==> config.mk <==
export PLATFORM = sky130hd
export DESIGN_NAME = bresenham_line_stepper_top
export DESIGN_NICKNAME = d
export VERILOG_FILES = /design/src/hw/rtl/bls_pkg.sv /design/src/hw/rtl/bresenham_line_stepper_top.sv /design/src/hw/rtl/bls_step.sv
export SDC_FILE = /design/constraint.sdc
export NUM_CORES = 1
export LEC_CHECK = 0
export ABC_AREA = 1
export BUFFER_PORTS_ARGS = -buffer_cell sky130_fd_sc_hd__buf_2
export CAP_MARGIN = 20
export CORE_MARGIN = 5
export CORE_UTILIZATION = 35
export CTS_BUF_LIST = sky130_fd_sc_hd__clkbuf_16
export CTS_CLUSTER_DIAMETER = 200
export DETAILED_ROUTE_END_ITERATION = 7
export HOLD_SLACK_MARGIN = 0.05
export PLACE_DENSITY = 0.61
export SYNTH_ARGS = -nofsm -noshare
export SYNTH_HDL_FRONTEND = slang
export SYNTH_SLANG_ARGS = --single-unit
export TNS_END_PERCENT = 5
==> constraint.sdc <==
create_clock -name clk -period 5.9 [get_ports clk]
set_input_delay 0.59 -clock clk [delete_from_list [all_inputs] [get_ports clk]]
set_output_delay 0.59 -clock clk [all_outputs]
set_load 0.01 [all_outputs]
==> src/hw/rtl/bls_pkg.sv <==
// Shared constants and types for the Bresenham line stepper.
package bls_pkg;

  localparam int COORD_BITS_DEF = 10;
  localparam int COLOR_BITS     = 24;

  // Transaction mode codes.
  localparam logic MODE_LOAD = 1'b0;
  localparam logic MODE_STEP = 1'b1;

  // Control flags that describe the active line.
  typedef struct packed {
    logic busy;
    logic x_major;
    logic y_down;
  } flags_t;

endpackage

==> src/hw/rtl/bresenham_line_stepper_top.sv <==
// Top level of the Bresenham line stepper: input register, line state and result register.
// A transaction accepted into the input register shows its pixel on the out_ ports from the result register.
// Throughput: one transaction per cycle unless the result register is full and out_stall holds it.
// A step transaction with no active line is consumed and produces no result.
// Reset (rst_n low, synchronous) empties both stages and clears the line state to zero.
module bresenham_line_stepper_top #(
  parameter int COORD_BITS = bls_pkg::COORD_BITS_DEF
) (
  input  logic                           clk,
  input  logic                           rst_n,
  input  logic                           in_valid,
  output logic                           in_stall,
  input  logic                           in_mode,
  input  logic [COORD_BITS-1:0]          in_start_x,
  input  logic [COORD_BITS-1:0]          in_start_y,
  input  logic [COORD_BITS-1:0]          in_end_x,
  input  logic [COORD_BITS-1:0]          in_end_y,
  input  logic [bls_pkg::COLOR_BITS-1:0] in_line_color,
  output logic                           out_valid,
  input  logic                           out_stall,
  output logic [COORD_BITS-1:0]          out_pixel_x,
  output logic [COORD_BITS-1:0]          out_pixel_y,
  output logic [bls_pkg::COLOR_BITS-1:0] out_pixel_color,
  output logic                           out_last_pixel
);

  localparam int DW = COORD_BITS + 3;

  // Input register stage. It holds one transaction until the result stage can move.
  logic                           s1_valid_r;
  logic                           s1_mode_r;
  logic [COORD_BITS-1:0]          s1_start_x_r, s1_start_y_r, s1_end_x_r, s1_end_y_r;
  logic [bls_pkg::COLOR_BITS-1:0] s1_color_r;

  // Line state, updated once for every transaction that leaves the input register.
  logic [COORD_BITS-1:0]          cur_x_r, cur_y_r, stop_x_r, stop_y_r;
  logic [COORD_BITS-1:0]          delta_x_r, delta_y_r;
  logic signed [DW-1:0]           decision_r;
  bls_pkg::flags_t                flags_r;
  logic [bls_pkg::COLOR_BITS-1:0] held_color_r;

  logic [COORD_BITS-1:0]          cur_x_nxt, cur_y_nxt, stop_x_nxt, stop_y_nxt;
  logic [COORD_BITS-1:0]          delta_x_nxt, delta_y_nxt;
  logic signed [DW-1:0]           decision_nxt;
  bls_pkg::flags_t                flags_nxt;
  logic [bls_pkg::COLOR_BITS-1:0] held_color_nxt;
  logic                           emit, last;

  // Result register.
  logic                           out_valid_r;
  logic [COORD_BITS-1:0]          out_pixel_x_r, out_pixel_y_r;
  logic [bls_pkg::COLOR_BITS-1:0] out_pixel_color_r;
  logic                           out_last_pixel_r;

  logic adv;
  logic in_fire;
  logic s1_fire;

  // The result stage can take a new pixel when it is empty or its pixel leaves this cycle.
  // The input register therefore drains every cycle unless the output is full and stalled,
  // so a new transaction is taken while the previous one is still being processed.
  assign adv      = !out_valid_r || !out_stall;
  assign in_stall = s1_valid_r && !adv;
  assign in_fire  = in_valid && !in_stall;
  assign s1_fire  = s1_valid_r && adv;

  bls_step #(
    .COORD_BITS(COORD_BITS)
  ) u_step (
    .mode         (s1_mode_r),
    .start_x      (s1_start_x_r),
    .start_y      (s1_start_y_r),
    .end_x        (s1_end_x_r),
    .end_y        (s1_end_y_r),
    .cur_x        (cur_x_r),
    .cur_y        (cur_y_r),
    .stop_x       (stop_x_r),
    .stop_y       (stop_y_r),
    .delta_x      (delta_x_r),
    .delta_y      (delta_y_r),
    .decision     (decision_r),
    .flags        (flags_r),
    .cur_x_nxt    (cur_x_nxt),
    .cur_y_nxt    (cur_y_nxt),
    .stop_x_nxt   (stop_x_nxt),
    .stop_y_nxt   (stop_y_nxt),
    .delta_x_nxt  (delta_x_nxt),
    .delta_y_nxt  (delta_y_nxt),
    .decision_nxt (decision_nxt),
    .flags_nxt    (flags_nxt),
    .emit         (emit),
    .last         (last)
  );

  // A load transaction captures its color; steps reuse the held color.
  assign held_color_nxt = (s1_mode_r == bls_pkg::MODE_LOAD) ? s1_color_r : held_color_r;

  // Input register.
  always_ff @(posedge clk) begin
    if (!rst_n) begin
      s1_valid_r <= 1'b0;
    end else if (in_fire) begin
      s1_valid_r <= 1'b1;
    end else if (adv) begin
      s1_valid_r <= 1'b0;
    end
  end

  always_ff @(posedge clk) begin
    if (in_fire) begin
      s1_mode_r    <= in_mode;
      s1_start_x_r <= in_start_x;
      s1_start_y_r <= in_start_y;
      s1_end_x_r   <= in_end_x;
      s1_end_y_r   <= in_end_y;
      s1_color_r   <= in_line_color;
    end
  end

  // Line state.
  always_ff @(posedge clk) begin
    if (!rst_n) begin
      cur_x_r      <= '0;
      cur_y_r      <= '0;
      stop_x_r     <= '0;
      stop_y_r     <= '0;
      delta_x_r    <= '0;
      delta_y_r    <= '0;
      decision_r   <= '0;
      flags_r      <= '0;
      held_color_r <= '0;
    end else if (s1_fire) begin
      cur_x_r      <= cur_x_nxt;
      cur_y_r      <= cur_y_nxt;
      stop_x_r     <= stop_x_nxt;
      stop_y_r     <= stop_y_nxt;
      delta_x_r    <= delta_x_nxt;
      delta_y_r    <= delta_y_nxt;
      decision_r   <= decision_nxt;
      flags_r      <= flags_nxt;
      held_color_r <= held_color_nxt;
    end
  end

  // Result register. A step with no active line moves through without filling it.
  always_ff @(posedge clk) begin
    if (!rst_n) begin
      out_valid_r <= 1'b0;
    end else if (adv) begin
      out_valid_r <= s1_valid_r && emit;
    end
  end

  always_ff @(posedge clk) begin
    if (s1_fire && emit) begin
      out_pixel_x_r     <= cur_x_nxt;
      out_pixel_y_r     <= cur_y_nxt;
      out_pixel_color_r <= held_color_nxt;
      out_last_pixel_r  <= last;
    end
  end

  assign out_valid       = out_valid_r;
  assign out_pixel_x     = out_pixel_x_r;
  assign out_pixel_y     = out_pixel_y_r;
  assign out_pixel_color = out_pixel_color_r;
  assign out_last_pixel  = out_last_pixel_r;

`ifndef SYNTHESIS
  // The input side only stalls when a transaction is waiting in the input register.
  a_stall_needs_item: assert property (@(posedge clk) disable iff (!rst_n)
    in_stall |-> s1_valid_r)
    else $error("input stalled with an empty input register");

  // The line goes inactive only together with a delivered last pixel.
  a_busy_fall_last: assert property (@(posedge clk) disable iff (!rst_n)
    ($past(rst_n) && $fell(flags_r.busy)) |-> (out_valid_r && out_last_pixel_r))
    else $error("line ended without a last pixel");

  // A step with no active line produces no result.
  a_idle_step_silent: assert property (@(posedge clk) disable iff (!rst_n)
    (s1_fire && (s1_mode_r == bls_pkg::MODE_STEP) && !flags_r.busy) |=> !out_valid_r)
    else $error("idle step produced a pixel");

  // A load emits the endpoint with the smaller x first.
  a_load_first_pixel: assert property (@(posedge clk) disable iff (!rst_n)
    (s1_fire && (s1_mode_r == bls_pkg::MODE_LOAD)) |=>
      (out_valid_r && (out_pixel_x_r <= $past(s1_start_x_r))
                   && (out_pixel_x_r <= $past(s1_end_x_r))))
    else $error("load did not emit the leftmost endpoint");
`endif

endmodule

==> src/hw/rtl/bls_step.sv <==
// Combinational line setup and midpoint step logic for the Bresenham line stepper.
module bls_step #(
  parameter int COORD_BITS = bls_pkg::COORD_BITS_DEF
) (
  input  logic                         mode,
  input  logic [COORD_BITS-1:0]        start_x,
  input  logic [COORD_BITS-1:0]        start_y,
  input  logic [COORD_BITS-1:0]        end_x,
  input  logic [COORD_BITS-1:0]        end_y,
  input  logic [COORD_BITS-1:0]        cur_x,
  input  logic [COORD_BITS-1:0]        cur_y,
  input  logic [COORD_BITS-1:0]        stop_x,
  input  logic [COORD_BITS-1:0]        stop_y,
  input  logic [COORD_BITS-1:0]        delta_x,
  input  logic [COORD_BITS-1:0]        delta_y,
  input  logic signed [COORD_BITS+2:0] decision,
  input  bls_pkg::flags_t              flags,
  output logic [COORD_BITS-1:0]        cur_x_nxt,
  output logic [COORD_BITS-1:0]        cur_y_nxt,
  output logic [COORD_BITS-1:0]        stop_x_nxt,
  output logic [COORD_BITS-1:0]        stop_y_nxt,
  output logic [COORD_BITS-1:0]        delta_x_nxt,
  output logic [COORD_BITS-1:0]        delta_y_nxt,
  output logic signed [COORD_BITS+2:0] decision_nxt,
  output bls_pkg::flags_t              flags_nxt,
  output logic                         emit,
  output logic                         last
);

  localparam int DW = COORD_BITS + 3;

  // Line setup.
  logic                  swap;
  logic [COORD_BITS-1:0] lo_x, lo_y, hi_x, hi_y;
  logic [COORD_BITS-1:0] ld_dx, ld_dy;
  logic                  ld_y_down, ld_x_major, ld_last;
  logic [DW-1:0]         ld_dec;

  // Stepping.
  logic                  dec_pos;
  logic [DW-1:0]         dx2, dy2;
  logic [COORD_BITS-1:0] x_inc, y_adv;
  logic [COORD_BITS-1:0] st_x, st_y;
  logic [DW-1:0]         st_dec;
  logic                  st_last;

  always_comb begin
    swap = (start_x > end_x) || ((start_x == end_x) && (start_y > end_y));
    lo_x = swap ? end_x   : start_x;
    lo_y = swap ? end_y   : start_y;
    hi_x = swap ? start_x : end_x;
    hi_y = swap ? start_y : end_y;

    ld_dx      = hi_x - lo_x;
    ld_y_down  = (hi_y < lo_y);
    ld_dy      = ld_y_down ? (lo_y - hi_y) : (hi_y - lo_y);
    ld_x_major = (ld_dx >= ld_dy);
    if (ld_x_major) begin
      ld_dec = {2'b00, ld_dy, 1'b0} - {3'b000, ld_dx};
    end else begin
      ld_dec = {2'b00, ld_dx, 1'b0} - {3'b000, ld_dy};
    end
    ld_last = ld_x_major ? (lo_x == hi_x) : (lo_y == hi_y);
  end

  always_comb begin
    dec_pos = !decision[DW-1] && (decision != '0);
    dx2     = {2'b00, delta_x, 1'b0};
    dy2     = {2'b00, delta_y, 1'b0};
    x_inc   = cur_x + COORD_BITS'(1);
    y_adv   = flags.y_down ? (cur_y - COORD_BITS'(1)) : (cur_y + COORD_BITS'(1));
    if (flags.x_major) begin
      st_x   = x_inc;
      st_y   = dec_pos ? y_adv : cur_y;
      st_dec = decision - (dec_pos ? dx2 : '0) + dy2;
    end else begin
      st_y   = y_adv;
      st_x   = dec_pos ? x_inc : cur_x;
      st_dec = decision - (dec_pos ? dy2 : '0) + dx2;
    end
    st_last = flags.x_major ? (st_x == stop_x) : (st_y == stop_y);
  end

  always_comb begin
    cur_x_nxt    = cur_x;
    cur_y_nxt    = cur_y;
    stop_x_nxt   = stop_x;
    stop_y_nxt   = stop_y;
    delta_x_nxt  = delta_x;
    delta_y_nxt  = delta_y;
    decision_nxt = decision;
    flags_nxt    = flags;
    emit         = 1'b0;
    last         = 1'b0;
    if (mode == bls_pkg::MODE_LOAD) begin
      cur_x_nxt         = lo_x;
      cur_y_nxt         = lo_y;
      stop_x_nxt        = hi_x;
      stop_y_nxt        = hi_y;
      delta_x_nxt       = ld_dx;
      delta_y_nxt       = ld_dy;
      decision_nxt      = ld_dec;
      flags_nxt.busy    = !ld_last;
      flags_nxt.x_major = ld_x_major;
      flags_nxt.y_down  = ld_y_down;
      emit              = 1'b1;
      last              = ld_last;
    end else if (flags.busy) begin
      cur_x_nxt      = st_x;
      cur_y_nxt      = st_y;
      decision_nxt   = st_dec;
      flags_nxt.busy = !st_last;
      emit           = 1'b1;
      last           = st_last;
    end
  end

endmodule
### Yosys cells after proc, flatten, opt, wreduce, memory -nomap -nowiden

Index checks and enable logic that the tools add are counted.

* mux-type cells: 31
* add/sub/neg operators: 12
* equality and inequality tests: 6
* $lt $le $gt $ge: 4
* reductions and logical operators: 20
* bitwise operators: 1

Operator list (count)
* 10-bit two-way mux: 14
* 13-bit two-way mux: 4
* 10-bit == test: 5
* 10-bit subtractor: 3
* 13-bit by 11-bit adder with 13-bit output: 2
* 13-bit subtractor: 2
* 24-bit two-way mux: 1
* 11-bit by 10-bit subtractor with 12-bit output: 2
* 11-bit two-way mux: 2
* 10-bit by 1-bit adder with 10-bit output (second input constant): 2
* 10-bit greater-than comparator: 2
* 13-bit nonzero test: 1
* 10-bit greater-or-equal comparator: 1
* 10-bit less-than comparator: 1
* 1-bit two-way mux: 10
* 10-bit by 1-bit subtractor with 10-bit output (second input constant): 1
* 1-bit logical AND: 7
* 1-bit logical NOT: 7
* 2-bit AND reduction: 2
* 1-bit logical OR: 2
* 2-bit by 1-bit != test with 1-bit output (second input constant): 1
* 2-bit nonzero test: 1
* 1-bit NOT: 1

* logic and storage cells: 97
* output and inout bits: 47
* input port bits: 69
* register bits: 212

### Longest topological paths before layout

Gate-level depths: netlist (run 1).

* depth after elaboration: 10
* depth in mapped cells: 47
* mapped depth without buffers: 44

### Modules after synthesis

Synthesis (run 1) repeated with hierarchy kept, for this count alone.

* cell total of the unflattened synthesis: 2016
* area, all modules: 14596.5 µm²

By module, submodules not included
* bresenham_line_stepper_top: instances 1, cells each 731, area an instance 7429.6 µm², sequential area each 5345.1 µm²
* bls_step: instances 1, cells each 1285, area an instance 7166.9 µm², sequential area each 0.0 µm²

### Worst setup path after synthesis (run 1)

No wires, ideal clock.

* path type: reg-to-reg
* start: register s1_start_y_r[4]
* end: register decision_r[1]
* period minus slack after synthesis: 5386 ps
* buffers on the path: 4
* cell stages (with the launch flop): 41
* arrival: 5192 ps
* required time: 5707 ps
* library setup time: 193 ps
* slack: 514 ps
* cells stage by stage: edfxtp_1 ha_1 nand2_1 inv_1 nand2_1 nand2_1 nand2_1 nand3_1 nand2_1 nand2_1 nand2_2 buf_6 buf_6 inv_2 or2_1 o21ai_2 inv_2 nor2_2 (+5 left out) nand2_1 nor2_4 nand2_4 buf_6 o21ai_0 a32o_1 xor2_1 ha_1 a21oi_1 nor2_1 or2_2 a221oi_1 nand2_2 inv_1 buf_4 o21ai_0 a21oi_1 a21oi_1

* cells in the longest elaborated chain, start to end: 9
* elaborated cells on any way between the ends: 17
* those cells by class: add/sub: 5; order compare: 3; mux: 7; reduce/logical: 2

RTL lines
* start, declared: RTL line bresenham_line_stepper_top.sv:32 `logic [COORD_BITS-1:0] s1_start_x_r, s1_start_y_r, s1_end_x_r, s1_end_y_r;`
* start signal, assigned: RTL line bresenham_line_stepper_top.sv:113 `s1_start_y_r <= in_start_y;`
* 10-bit greater-than comparator: RTL line bls_step.sv:48 `swap = (start_x > end_x) || ((start_x == end_x) && (start_y > end_y));`
* 1-bit logical AND: RTL line bls_step.sv:48
* 1-bit logical OR: RTL line bls_step.sv:48
* 10-bit two-way mux (on tied branches): RTL line bls_step.sv:52, bls_step.sv:50
* 10-bit subtractor / 10-bit less-than comparator (equally long branches): RTL line bls_step.sv:56, bls_step.sv:55
* 10-bit two-way mux: RTL line bls_step.sv:56 `ld_dy = ld_y_down ? (lo_y - hi_y) : (hi_y - lo_y);`
* 11-bit by 10-bit subtractor with 12-bit output (tied with other cells): RTL line bls_step.sv:61 `ld_dec = {2'b00, ld_dx, 1'b0} - {3'b000, ld_dy};`
* 13-bit two-way mux (*): RTL line bls_step.sv:58 `if (ld_x_major) begin`
* 13-bit two-way mux (*): RTL line bls_step.sv:95 `if (mode == bls_pkg::MODE_LOAD) begin`
* end signal, assigned: RTL line bresenham_line_stepper_top.sv:139 `decision_r <= decision_nxt;`
* end, declared: RTL line bresenham_line_stepper_top.sv:38 `logic signed [DW-1:0] decision_r;`

Mark *: on every way between the ends. The rest lies on a longest branch, timed or not.
A chain may end at the register's enable or synchronous reset.

### Final worst setup path (run 1)

* start: register s1_start_y_r[7]
* end: register flags_r[2] (netlist name)

* cells in the longest elaborated chain, start to end: 10
* elaborated cells on any way between the ends: 18
* those cells by class: add/sub: 3; order compare: 3; eq/ne: 2; mux: 7; reduce/logical: 3

RTL lines
* 10-bit greater-than comparator: RTL line bls_step.sv:48
* 1-bit logical AND: RTL line bls_step.sv:48
* 1-bit logical OR: RTL line bls_step.sv:48
* 10-bit two-way mux (on tied branches): RTL line bls_step.sv:52, bls_step.sv:50
* 10-bit subtractor / 10-bit less-than comparator (equally long branches): RTL line bls_step.sv:56, bls_step.sv:55
* 10-bit two-way mux: RTL line bls_step.sv:56
* 10-bit greater-or-equal comparator: RTL line bls_step.sv:57 `ld_x_major = (ld_dx >= ld_dy);`
* 1-bit two-way mux (*): RTL line bls_step.sv:63 `ld_last = ld_x_major ? (lo_x == hi_x) : (lo_y == hi_y);`
* 1-bit logical NOT (*): RTL line bls_step.sv:103 `flags_nxt.busy = !ld_last;`
* 1-bit two-way mux (*): RTL line bls_step.sv:95
* end signal, assigned: RTL line bresenham_line_stepper_top.sv:140 `flags_r <= flags_nxt;`
* end, declared: RTL line bresenham_line_stepper_top.sv:39 `bls_pkg::flags_t flags_r;`

Marked as above.

==> results of run 1 <==
## power by group through the flow
stage	Sequential, uW	Combinational (uW)	Clock (uW)
2_1_floorplan	1730	1700	0
3_3_place_gp	1730	2320	0
3_5_place_dp	1730	2350	0
4_1_cts	1700	2360	1450
5_1_grt	1710	2740	1510
6_report	1700	2400	1410
## kinds of logic after synthesis
logic type                 count (synthesis)
adders and majority gates                102
DFF                                      212
AOI/OAI and AO/OA                        445
muxes                                      3
xor gates and xnor gates                  44
buffers and inverters                    389
and+or+nand+nor                          531
## worst max-delay path: cells and delay by family (launching register included)
kind,cells,cell delay [ns]
mux,1,0.18
compound gates,6,1.15
fa+ha+maj,3,0.84
xor+xnor,1,0.28
flops,1,0.41
simple gates,18,1.83
buf+inv,7,0.76
## layout make-up
type,instances,share of cell area
multi-input cells,1125,0.428
clock buffers,24,0.0384
flip-flops and latches,212,0.342
inverters,329,0.0793
clock inverters,20,0.00873
repair buffers,166,0.0616
well taps,518,0.0415
## layer usage
metal,up-vias,part of all wire
met1,5551,0.44
met5,-,0
met4,0,0.036
met2,224,0.49
met3,74,0.037
li1,5965,-
## metrics by stage
stage               instances  total power [uW]  setup TNS (ns)  worst slack [ns]
finish                   2394              5510               0             0.327
global route             2394              5950         -0.0522           -0.0267
CTS                      2392              5510               0             0.142
detailed placement       2348              4080               0             0.180
global placement         2348              4050               0             0.248
floorplan                1726              3430               0             0.514
## synthesized netlist by cell type, types with 8 or more instances
cell type / count
fa_1: 24
or2_2: 10
xor2_1: 35
a21oi_1: 157
nor3_1: 9
dfxtp_1: 102
o21ai_0: 167
clkbuf_1: 44
ha_1: 78
o21ai_1: 25
o221ai_1: 21
o21bai_1: 15
o211ai_1: 16
inv_1: 322
edfxtp_1: 110
nand2_2: 11
nor2_1: 97
xnor2_1: 8
nand3_1: 60
nand2_1: 313
nand4_1: 9
## worst max-delay path by stage
stage / start / endpoint / cells after the start / slack (ns)
after floorplan: s1_start_y_r[4] / decision_r[1] / 40 / 0.51
after global placement: s1_start_y_r[8] / flags_r[2] / 29 / 0.25
after detailed placement: s1_start_y_r[8] / flags_r[2] / 33 / 0.18
after CTS: s1_start_x_r[7] / flags_r[2] / 32 / 0.14
after global routing: s1_end_x_r[4] / flags_r[2] / 36 / -0.03
final: s1_start_y_r[7] / flags_r[2] / 36 / 0.33
## state kept, by name, summed over array words and instances (netlist names)
signal / cells
s1_color_r: 24
held_color_r: 24
cur_x_r: 10
s1_mode_r: 1
s1_end_y_r: 10
out_last_pixel: 1
s1_end_x_r: 10
s1_start_y_r: 10
cur_y_r: 10
decision_r: 13
stop_x_r: 10
out_pixel_x: 10
s1_start_x_r: 10
out_pixel_color: 24
stop_y_r: 10
delta_x_r: 10
delta_y_r: 10
s1_valid_r: 1
out_pixel_y: 10
out_valid: 1
flags_r: 3
## what timing repair did
item                       4_1_cts  5_1_grt
buffers inserted                 0        2
gates resized for setup          0       14
setup endpoints to repair        0       15
hold endpoints to repair         0        0
hold buffers                     0        0
==> results.yml, run 1 <==
status:
  status: "completed"
yosys:
  ys_types: 57
  ys_top_cells_by_area: "edfxtp_1 (24%), dfxtp_1 (15%), inv_1 (8.9%)"
  synth_adder_area_share: 0.108
  synth_nets: 1897
  synth-seq-cells: 212
  synth_top_area_cell: "edfxtp_1"
  synth_xor_area_frac: 0.0291
  synth_top_family_by_area: "compound AO/OA/AOI/OAI gates"
  synth_mux_area_frac: 0.00222
  syn_area_sq_um: 13500
  synth_top_flop_cell: "edfxtp_1"
  avgSynthCellArea_sq_um: 7.83
  synth-compound-area-share: 0.186
  synthCells: 1726
  ys_warn_count: 0
  ys_seq_area_frac: 0.396
  synth_simple_gate_area_frac: 0.166
  yosysTopAreaCellShare: 0.245
  synthArstFlopShare: 0
  synth_edf_count: 110
worst_setup_path:
  setup.worst_path.end_class: "flip-flop"
  worst_r2r_endpoint: "flags_r[2]"
  reg2reg_depth: 36
  crit_arrival_ns: 6.01
  crit_top_cell: "nand2_1"
  crit_fanout: 9
  crit_type: "reg -> reg"
  crit_required_ns: 6.34
  startpoint_type: "flip-flop"
  regToRegStartpoint: "s1_start_y_r[7]"
  max_stage_delay_ns: 0.41
  reg2reg_slack_ns: 0.33
  cp_slowest_cell: "edfxtp_1"
die:
  io_pins: 116
  start_util: 0.352
  core_area_sq_um: 38400
  die_y_microns: 206
  die-area_sq_um: 42600
  die_w_microns: 206
  row_count: 72
layout:
  syn_to_final_growth_pct: 15.6
  drive_gt1_frac: 0.140
  fin_nets: 2029
  final_cell_mix: "inv_1 (324), nand2_1 (313), o21ai_0 (164), a21oi_1 (156), buf_2 (115)"
  fillers: 3954
  seq_area_sq_um: 5350
  mostFrequentLayoutCell: "inv_1"
  multi_input_area_sq_um: 6690
  finish.utilization: 0.407
  antenna_cells: 0
  stdcell_area_sq_um: 15600
global_routing:
  grt_overflow: 0
  grt.total_usage: 0.179
  use_met1: 0.226
  grt_max_degree: 66
  top_usage_layer: "met2"
  grtUsageMet2: 0.313
  grt_use_met3: 0.0198
  grt_pass1_wl_mm: 61.3
  grt_pass1_vias: 11737
  antenna_found_initial: 0
power:
  switchingPower_uw: 2190
  p_seq_frac: 0.308
  switching_share: 0.397
  power_frac_comb: 0.436
  intPower_uw: 3320
  power_density_nw_per_um2: 353
  ir_drop_mv: 0.294
  clock_power_share: 0.256
  leakagePower_uw: 0.00741
timing:
  holdWs_ns: 0.212
  fmax_ghz: 0.179
  min_period_ns: 5.57
  skew_ns: 0.0209
  min_period_over_period: 0.944
  finalSetupViolCount: 0
  maxSlewViolCount: 0
  rsz0062_at_grt: "true"
  final_hold_viol_count: 0
  worstMarginPinSlew_ns: 0.925
  relSlewSlack: 0.383
clocking:
  root_buffer: "clkbuf_16"
  cts-buffers-inserted: 24
  h-tree-depth: 1
  cts_sinks: 212
  cts_tree: "yes"
  path_clk_slew_ns: 0.07
  worstSkewPairLatency_ns: 0.55
  clk_path_buf_depth: 3
min_path:
  min_path_type: "in -> reg"
  min_path_cells: 1
  holdPathEnd: "s1_end_y_r[3]"
  min_from: "in_end_y[3]"
route:
  drc_errors: 0
  final_antenna_net_count: 0
  wl_per_cell_microns: 16.0
  drtIter0Drc: 729
  viasPerCell: 4.93
  num_vias: 11814
  drtPass1Iterations: 7
  routed_wl_mm: 38.2
place:
  dp_hpwl_mm: 28.9
  gp_congestion: 0.952
  io_buffers: 115
  place_area_sq_um: 14800
run:
  maxCapViolCount: 0
(Power assumes the default switching activity.)
==> run 2: changes to the inputs <==
- GPL_TIMING_DRIVEN: not set -> 0
==> run 2 against run 1 <==
Fmax down 1.9%. Combinational power increased by 10%. Hold slack gained 0.0012 ns. Clock power about the same. Count of clock-buffer cells in the layout up 1. Total power increased by 4.9%. Critical path depth up 2. Register-to-register slack worse by 0.11 ns. Clock skew fell by 0.010 ns. First-iteration DRC count rose by 1.4%. Largest power group unchanged. Highest routed layer unchanged.
==> results.yml, run 2 (synthesized netlist as in run 1, its figures left out) <==
power:
  switchingPower_uw: 2350
  intPower_uw: 3430
  ir_drop_mv: 0.239
  clock_power_share: 0.247
  switching_share: 0.406
  power_frac_comb: 0.458
  p_seq_frac: 0.295
  leakagePower_uw: 0.00757
  power_density_nw_per_um2: 355
timing:
  min_period_over_period: 0.962
  finalSetupViolCount: 0
  worstMarginPinSlew_ns: 0.791
  fin_setup_tns_ns: 0
  final_hold_viol_count: 0
  holdWs_ns: 0.213
  relSlewSlack: 0.473
  fmax_ghz: 0.176
  skew_ns: 0.0110
  maxSlewViolCount: 0
  min_period_ns: 5.68
  layout_setup_ws_ns: 0.222
layout:
  stdcell_area_sq_um: 16300
  fin_nets: 2076
  mostFrequentLayoutCell: "inv_1"
  syn_to_final_growth_pct: 20.7
  drive_gt1_frac: 0.166
  antenna_cells: 0
  fillers: 3899
  final_cell_mix: "inv_1 (319), nand2_1 (303), o21ai_0 (163), a21oi_1 (154), buf_2 (118)"
global_routing:
  grt_overflow: 0
  grt_pass1_vias: 11827
  grt.total_usage: 0.184
  antenna_found_initial: 0
  grt_pass1_wl_mm: 62.3
  grt_max_degree: 46
clocking:
  path_clk_slew_ns: 0.06
  worstSkewPairLatency_ns: 0.55
  cts_sinks: 212
  clk_path_buf_depth: 3
  cts_tree: "yes"
  cts-buffers-inserted: 25
  root_buffer: "clkbuf_16"
  cts_hold_buf: 0
  h-tree-depth: 1
place:
  dp_hpwl_mm: 30.6
  gp_congestion: 0.914
  pre_cts_ws_ns: -1.05
  place_area_sq_um: 14800
  io_buffers: 115
worst_setup_path:
  critPathCapture: "decision_r[8]"
  crit_fanout: 7
  crit_top_cell: "nand2_2"
  crit_required_ns: 6.37
  worst_r2r_endpoint: "decision_r[8]"
  reg2reg_slack_ns: 0.22
  regToRegStartpoint: "s1_start_y_r[9]"
  crit_arrival_ns: 6.15
  setup.worst_path.end_class: "flip-flop"
  startpoint_type: "flip-flop"
  crit_type: "reg -> reg"
  cp-startpoint: "s1_start_y_r[9]"
  reg2reg_depth: 38
  max_stage_delay_ns: 0.46
  cp_slowest_cell: "edfxtp_1"
die:
  io_pins: 116
  die_w_microns: 206
  die_y_microns: 206
  row_count: 72
  core_area_sq_um: 38400
  start_util: 0.352
  die-area_sq_um: 42600
status:
  status: "completed"
run:
  maxCapViolCount: 0
route:
  final_antenna_net_count: 0
  drtIter0Drc: 739
  drc_errors: 0
  wl_per_cell_microns: 16.5
  drtPass1Iterations: 5
  num_vias: 12101
  viasPerCell: 4.96
  routed_wl_mm: 40.3
min_path:
  min_path_type: "in -> reg"
run 2: cell types whose count changed in the layout (fill, tap and decap cells not counted), sizes merged:
cell and change:
clkinvlp -1, buf +1, bufinv -1, clkbuf +46, inv +3
run 2: repair_timing:
| item | 4_1_cts | 5_1_grt |
|---|---|---|
| buffers inserted | 12 | 23 |
| endpoints found under the setup margin | 16 | 16 |
| gates cloned | 0 | 1 |
| pin swaps | 9 | 23 |
| gates resized for setup | 36 | 66 |
run 2: worst min-delay path by stage:
stage | slack [ns] | end | start | cells after the start
2_1_floorplan | 0.42 | held_color_r[15] | held_color_r[15] | 2
4_1_cts | 0.19 | s1_start_y_r[6] | in_start_y[6] | 1
3_5_place_dp | 0.44 | held_color_r[19] | held_color_r[19] | 2
3_3_place_gp | 0.43 | held_color_r[21] | held_color_r[21] | 2
5_1_grt | 0.19 | s1_end_y_r[6] | in_end_y[6] | 1
6_report | 0.21 | s1_start_y_r[6] | in_start_y[6] | 1
run 2: critical path: cells and delay by family (launching register included):
kind	cells	cell delay (ns)
xor gates and xnor gates	1	0.23
adders and majority gates	3	0.76
and+or+nand+nor	18	2.01
muxes	1	0.20
buffers and inverters	9	0.85
DFF	1	0.46
AOI/OAI and AO/OA	6	1.09
run 2: layer usage:
metal  vias to the layer above  track usage  part of all wire
li1                       6052            -                 -
met1                      5640        0.234              0.42
met2                       323        0.318              0.48
met3                        86       0.0267             0.055
met4                         0       0.0699             0.038
met5                         -            0                 0
run 2: per-stage QoR:
| stage | util | instances | total power, uW |
|---|---|---|---|
| detailed placement | 0.385 | 2361 | 4060 |
| floorplan | - | 1726 | 3430 |
| CTS | 0.411 | 2418 | 5600 |
| global placement | 0.384 | 2359 | 4040 |
| global route | 0.425 | 2442 | 6210 |
| finish | 0.425 | 2442 | 5780 |
run 2: area by class of cell:
type | instances | area (sq um) | share of cell area
inverters | 329 | 1240 | 0.0763
repair buffers | 153 | 907 | 0.0556
clock inverters | 21 | 134 | 0.00821
clock buffers | 25 | 626 | 0.0384
plain buffers | 59 | 327 | 0.0200
multi-input cells | 1125 | 7080 | 0.434
flip-flops and latches | 212 | 5350 | 0.328
well taps | 518 | 648 | 0.0397
run 2: power by group through the flow:
stage / clock, uW / combinational, uW / sequential (uW)
after floorplan: 0 / 1700 / 1730
after global placement: 0 / 2300 / 1730
after detailed placement: 0 / 2330 / 1730
after CTS: 1460 / 2440 / 1700
after global routing: 1520 / 2970 / 1710
final: 1430 / 2650 / 1700
